==> config.mk <==
export PLATFORM = sky130hd
export DESIGN_NAME = vrm_ctrl
export DESIGN_NICKNAME = d
export VERILOG_FILES = /design/src/rtl/vrm_pkg.sv /design/src/rtl/vrm_ctrl.sv
export SDC_FILE = /design/constraint.sdc
export NUM_CORES = 1
export LEC_CHECK = 0
export BUFFER_PORTS_ARGS = -buffer_cell sky130_fd_sc_hd__clkbuf_2
export CAP_MARGIN = 20
export CORE_AREA = 2 2 39 41
export CTS_CLUSTER_DIAMETER = 200
export CTS_CLUSTER_SIZE = 12
export DETAILED_ROUTE_END_ITERATION = 12
export DIE_AREA = 0 0 41 43
export GPL_TIMING_DRIVEN = 0
export HOLD_SLACK_MARGIN = 0.1
export PLACE_DENSITY = 0.82
export SLEW_MARGIN = 40
export SYNTH_ARGS = -nofsm -noshare
export SYNTH_HDL_FRONTEND = slang
export SYNTH_SLANG_ARGS = --single-unit
==> constraint.sdc <==
create_clock -name clk -period 1.54 [get_ports clk]
set_clock_uncertainty 0.2 [all_clocks]
set_input_delay 0.385 -clock clk [delete_from_list [all_inputs] [get_ports clk]]
set_output_delay 0.385 -clock clk [all_outputs]
set_load 0.02 [all_outputs]
==> src/rtl/vrm_pkg.sv <==
// shared types and constants for the vertex reorder block
package vrm_pkg;

  localparam int MAX_VERTICES = 1024;
  localparam int MAX_EDGES    = 65536;
  localparam int VTX_W        = $clog2(MAX_VERTICES);
  localparam int CNT_W        = VTX_W + 1;
  localparam int EDGE_W       = $clog2(MAX_EDGES) + 1;
  localparam int SUM_W        = 32;
  localparam int FREQ_W       = 18;
  localparam int PROD_W       = SUM_W + FREQ_W;

  typedef enum logic [1:0] {
    CMD_ADD    = 2'd0,
    CMD_FINISH = 2'd1,
    CMD_READ   = 2'd2,
    CMD_NONE   = 2'd3
  } cmd_e_t;

  typedef enum logic [1:0] {
    ST_OK       = 2'd0,
    ST_RANGE    = 2'd1,
    ST_FULL     = 2'd2,
    ST_UNRANKED = 2'd3
  } status_e_t;

  typedef enum logic [3:0] {
    S_CLEAR, S_IDLE, S_CHECK,
    S_E_RD_S, S_E_WR_S, S_E_RD_D, S_E_WR_D,
    S_F_RD_V, S_F_LD_V, S_F_RD_U, S_F_MUL, S_F_CMP, S_F_WR,
    S_Q_RD, S_RESULT
  } state_t;

  typedef struct packed {
    logic clear_step;
    logic capture;
    logic latch_status;
    logic rd_src;
    logic wr_src;
    logic rd_dst;
    logic wr_dst;
    logic fin_start;
    logic rd_v;
    logic ld_v;
    logic rd_u;
    logic mul;
    logic cmp;
    logic wr_rank;
    logic q_rd;
    logic out_load;
  } ctrl_t;

  typedef struct packed {
    logic      clr_last;
    cmd_e_t    cmd;
    status_e_t check;
    logic      u_last;
    logic      v_last;
    logic      out_free;
  } stat_t;

endpackage

==> src/rtl/vrm_ctrl.sv <==
// controller state machine for the vertex reorder block
module vrm_ctrl (
  input  logic           clk,
  input  logic           rst,
  input  logic           in_valid,
  output logic           in_stall,
  input  vrm_pkg::stat_t st,
  output vrm_pkg::ctrl_t ctl
);
  import vrm_pkg::*;

  state_t state, state_next;

  always_ff @(posedge clk) begin
    if (rst) begin
      state <= S_CLEAR;
    end else begin
      state <= state_next;
    end
  end

  always_comb begin
    state_next = state;
    ctl        = '0;
    in_stall   = (state != S_IDLE);
    unique case (state)
      S_CLEAR: begin
        ctl.clear_step = 1'b1;
        if (st.clr_last) state_next = S_IDLE;
      end
      S_IDLE: begin
        if (in_valid) begin
          ctl.capture = 1'b1;
          state_next  = S_CHECK;
        end
      end
      S_CHECK: begin
        ctl.latch_status = 1'b1;
        priority if (st.cmd == CMD_FINISH) begin
          ctl.fin_start = 1'b1;
          state_next    = S_F_RD_V;
        end else if (st.cmd == CMD_ADD && st.check == ST_OK) begin
          state_next = S_E_RD_S;
        end else if (st.cmd == CMD_READ && st.check == ST_OK) begin
          state_next = S_Q_RD;
        end else begin
          state_next = S_RESULT;
        end
      end
      S_E_RD_S: begin
        ctl.rd_src = 1'b1;
        state_next = S_E_WR_S;
      end
      S_E_WR_S: begin
        ctl.wr_src = 1'b1;
        state_next = S_E_RD_D;
      end
      S_E_RD_D: begin
        ctl.rd_dst = 1'b1;
        state_next = S_E_WR_D;
      end
      S_E_WR_D: begin
        ctl.wr_dst = 1'b1;
        state_next = S_RESULT;
      end
      S_F_RD_V: begin
        ctl.rd_v   = 1'b1;
        state_next = S_F_LD_V;
      end
      S_F_LD_V: begin
        ctl.ld_v   = 1'b1;
        state_next = S_F_RD_U;
      end
      S_F_RD_U: begin
        ctl.rd_u   = 1'b1;
        state_next = S_F_MUL;
      end
      S_F_MUL: begin
        ctl.mul    = 1'b1;
        state_next = S_F_CMP;
      end
      S_F_CMP: begin
        ctl.cmp    = 1'b1;
        state_next = st.u_last ? S_F_WR : S_F_RD_U;
      end
      S_F_WR: begin
        ctl.wr_rank = 1'b1;
        state_next  = st.v_last ? S_RESULT : S_F_RD_V;
      end
      S_Q_RD: begin
        ctl.q_rd   = 1'b1;
        state_next = S_RESULT;
      end
      S_RESULT: begin
        if (st.out_free) begin
          ctl.out_load = 1'b1;
          state_next   = S_IDLE;
        end
      end
      default: state_next = S_CLEAR;
    endcase
  end

endmodule

==> impl_metrics.ini <==
[synthesis]
synth_largest_area_cell = dfxtp_1
synth_cell_type_count = 30
synthTopCellsByArea = dfxtp_1, nor2_1, o21ai_0
synth_seq_cells = 4
yosys.area.top_type_share_pct = 15.53
syn_area_um2 = 515.5
syn_nets = 87
avgSynthCellArea_um2 = 6.783
ys_seq_area_share_pct = 15.53
synth_cells = 76
yosysWarnings = 0

[sta]
min_period_ps = 1869
slew-limit-headroom_pct = 79.48
rsz0062_at_grt = true
slew_violations = 0
finalSetupTns_ps = -4716
hold_viol = 0
max_clock_freq_mhz = 534.9
finalWorstSetupSlack_ps = -329.4
final.period_utilization_pct = 121.4
setup_viol = 20
worst_slew_pin_slew_ps = 305.9

[cts]
cts_buffers = 3
cts_sinks = 4
htreeDepth = 1
clock_latency_ps = 240
cts_buffer_depth = 2
cts_root_buf = clkbuf_4
cts_tree = built
clkTransAtPathRegs_ps = 40

[layout]
final_area_um2 = 1272
largest_reg_flops = 4
area_growth_pct = 146.8
drive_above_1_share_pct = 73.02
regMostFlops = state
top_regs = state (4)
nNetsFinal = 138
n_antenna_cell = 0

[power]
ir_drop_uv = 1049
p_int_mw = 1.008
power_density_nw_per_um2 = 1487
clkPwrFrac_pct = 7.6
p_comb_share_pct = 81.6
p_sw_share_pct = 46.74
power.switching_mw = 0.8845
totalPowerFinal_mw = 1.892
p_seq_share_pct = 10.8
leakage_nw = 0.5123

[grt]
grt_overflow = 0
grt_max_degree = 11
grt_pass1_vias = 822
antenna_found_initial = 0
grt_first_pass_wirelength_um = 3732
grtUsageTotal_pct = 30.82

[floorplanning]
fp.dieW_um = 41
core.rowCount = 14
die_area_um2 = 1763
start_util_pct = 37.25
ios = 28
dieHeight_um = 43
fp.coreArea_um2 = 1384

[drt]
routedWlPerCell_um = 20.40
drc = 0
drt_iter0_drc = 24
ant_nets = 0
drtPass1Iterations = 4
vias_per_cell = 6.310
vias = 896
drt_wl_total_um = 2897

[min_path]
hp-class = input port to flip-flop

[critical_path]
cp-start-kind = flip-flop
critPathMaxFanout = 4
arrival_ps = 1280
crit_required_ps = 950
crit_path_end_kind = output port
path_class = flip-flop to output port

[status]
outcome = complete, but fails checks
violations = negative setup slack

[flow_run]
drv_cap = 0

[placement]
placed_area_um2 = 763.2
gp_congestion = 0.8912
dp_hpwl_um = 1218
place_ws_ps = -203.9
port_buffers = 27
metrics by stage:
step,util [%],hold WS [ps],instances
global route,91.95,222.2,142
CTS,83.27,165.2,141
global placement,55.15,430.1,119
detailed placement,55.15,422.2,119
finish,91.95,223.8,142
floorplan,-,254.1,76
kinds of logic (layout without fill, tap and decap cells):
| family | count (synthesis) | in the layout | synth area share [%] |
|---|---|---|---|
| buf+inv | 10 | 60 | 13.35 |
| simple gates | 39 | 39 | 43.93 |
| flops | 4 | 4 | 15.53 |
| compound gates | 23 | 23 | 27.19 |
worst paths after layout:
kind | start | end | slack (ps) | depth (start not counted)
min reg2reg | state[0] | state[1] | 600 | 3
min | rst | state[3] | 220 | 2
max reg2reg | state[3] | state[1] | -130 | 7
max | state[1] | ctl[6] | -330 | 5
routing by layer:
layer	vias to the layer above	track usage, %	share of wire [%]	wire, µm
met5	-	0	0	0
met4	0	18.00	4.1	119
met3	14	6.806	6.8	198
met2	68	49.69	53	1534
met1	428	34.73	36	1045
li1	386	-	-	-
power by group through the flow:
stage          Combinational, mW  Sequential, mW  Clock [mW]
2_1_floorplan              0.631           0.163           0
3_3_place_gp               0.787           0.167           0
3_5_place_dp               0.802           0.170           0
4_1_cts                     1.28           0.179       0.151
5_1_grt                     1.61           0.203       0.159
6_report                    1.54           0.204       0.144
worst max-delay path, stage by stage (launching register included):
cell	delay (ps)
dfxtp_4	370
buf_12	130
clkinvlp_4	110
nand2_8	90
nor3_4	180
clkbuf_8	170
repair_timing:
item	CTS	global route
gates resized for setup	57	32
endpoints found under the setup margin	17	20
hold endpoints to repair	0	0
pin swaps	10	12
hold buffers	0	0
gates cloned	0	0
setup buffers	18	3
layout by cell type (no fill, tap or decap), types with 2 or more instances in the layout:
cell and count:
a32oi_1 3, buf_8 6, clkbuf_8 4, clkbuf_4 8, buf_12 3, nor2_4 6, a21oi_1 4, buf_4 15
dfxtp_2 3, nor3_4 3, inv_1 2, nand2b_4 3, buf_6 10, o21ai_2 2, o21ai_1 5, nor3_2 3
clkbuf_2 10, o21ai_0 4, nor2_1 5, nand2_2 2, nor4_4 3
final cells by class:
cell class | instances | area (µm²)
Buffer | 6 | 88.84
Clock buffer | 4 | 26.28
Sequential cell | 4 | 87.58
Tap cell | 16 | 20.02
Inverter | 3 | 15.01
Timing Repair Buffer | 47 | 429.2
Fill cell | 54 | 111.4
Multi-Input combinational cell | 62 | 605.6
synth_stat cells:
cell and number:
nor4_1 3, nand3b_1 1, dfxtp_1 4, nor4b_1 1
a211oi_1 2, o21ai_1 3, buf_4 4, nand2_1 4
or4_1 1, nand2b_1 2, nand2b_4 1, o22a_1 1
inv_1 3, buf_6 2, a21oi_1 4, nor3_1 6
a32oi_1 3, buf_2 1, or3_1 1, nor2_1 11
a31oi_1 1, nand3_1 1, nor3b_1 1, nor2b_1 1
nand2b_2 1, nor3_4 1, o21ai_0 8, and3_1 2
and3b_1 1, o32ai_1 1
Note: power is estimated with default switching activity, not from simulation.
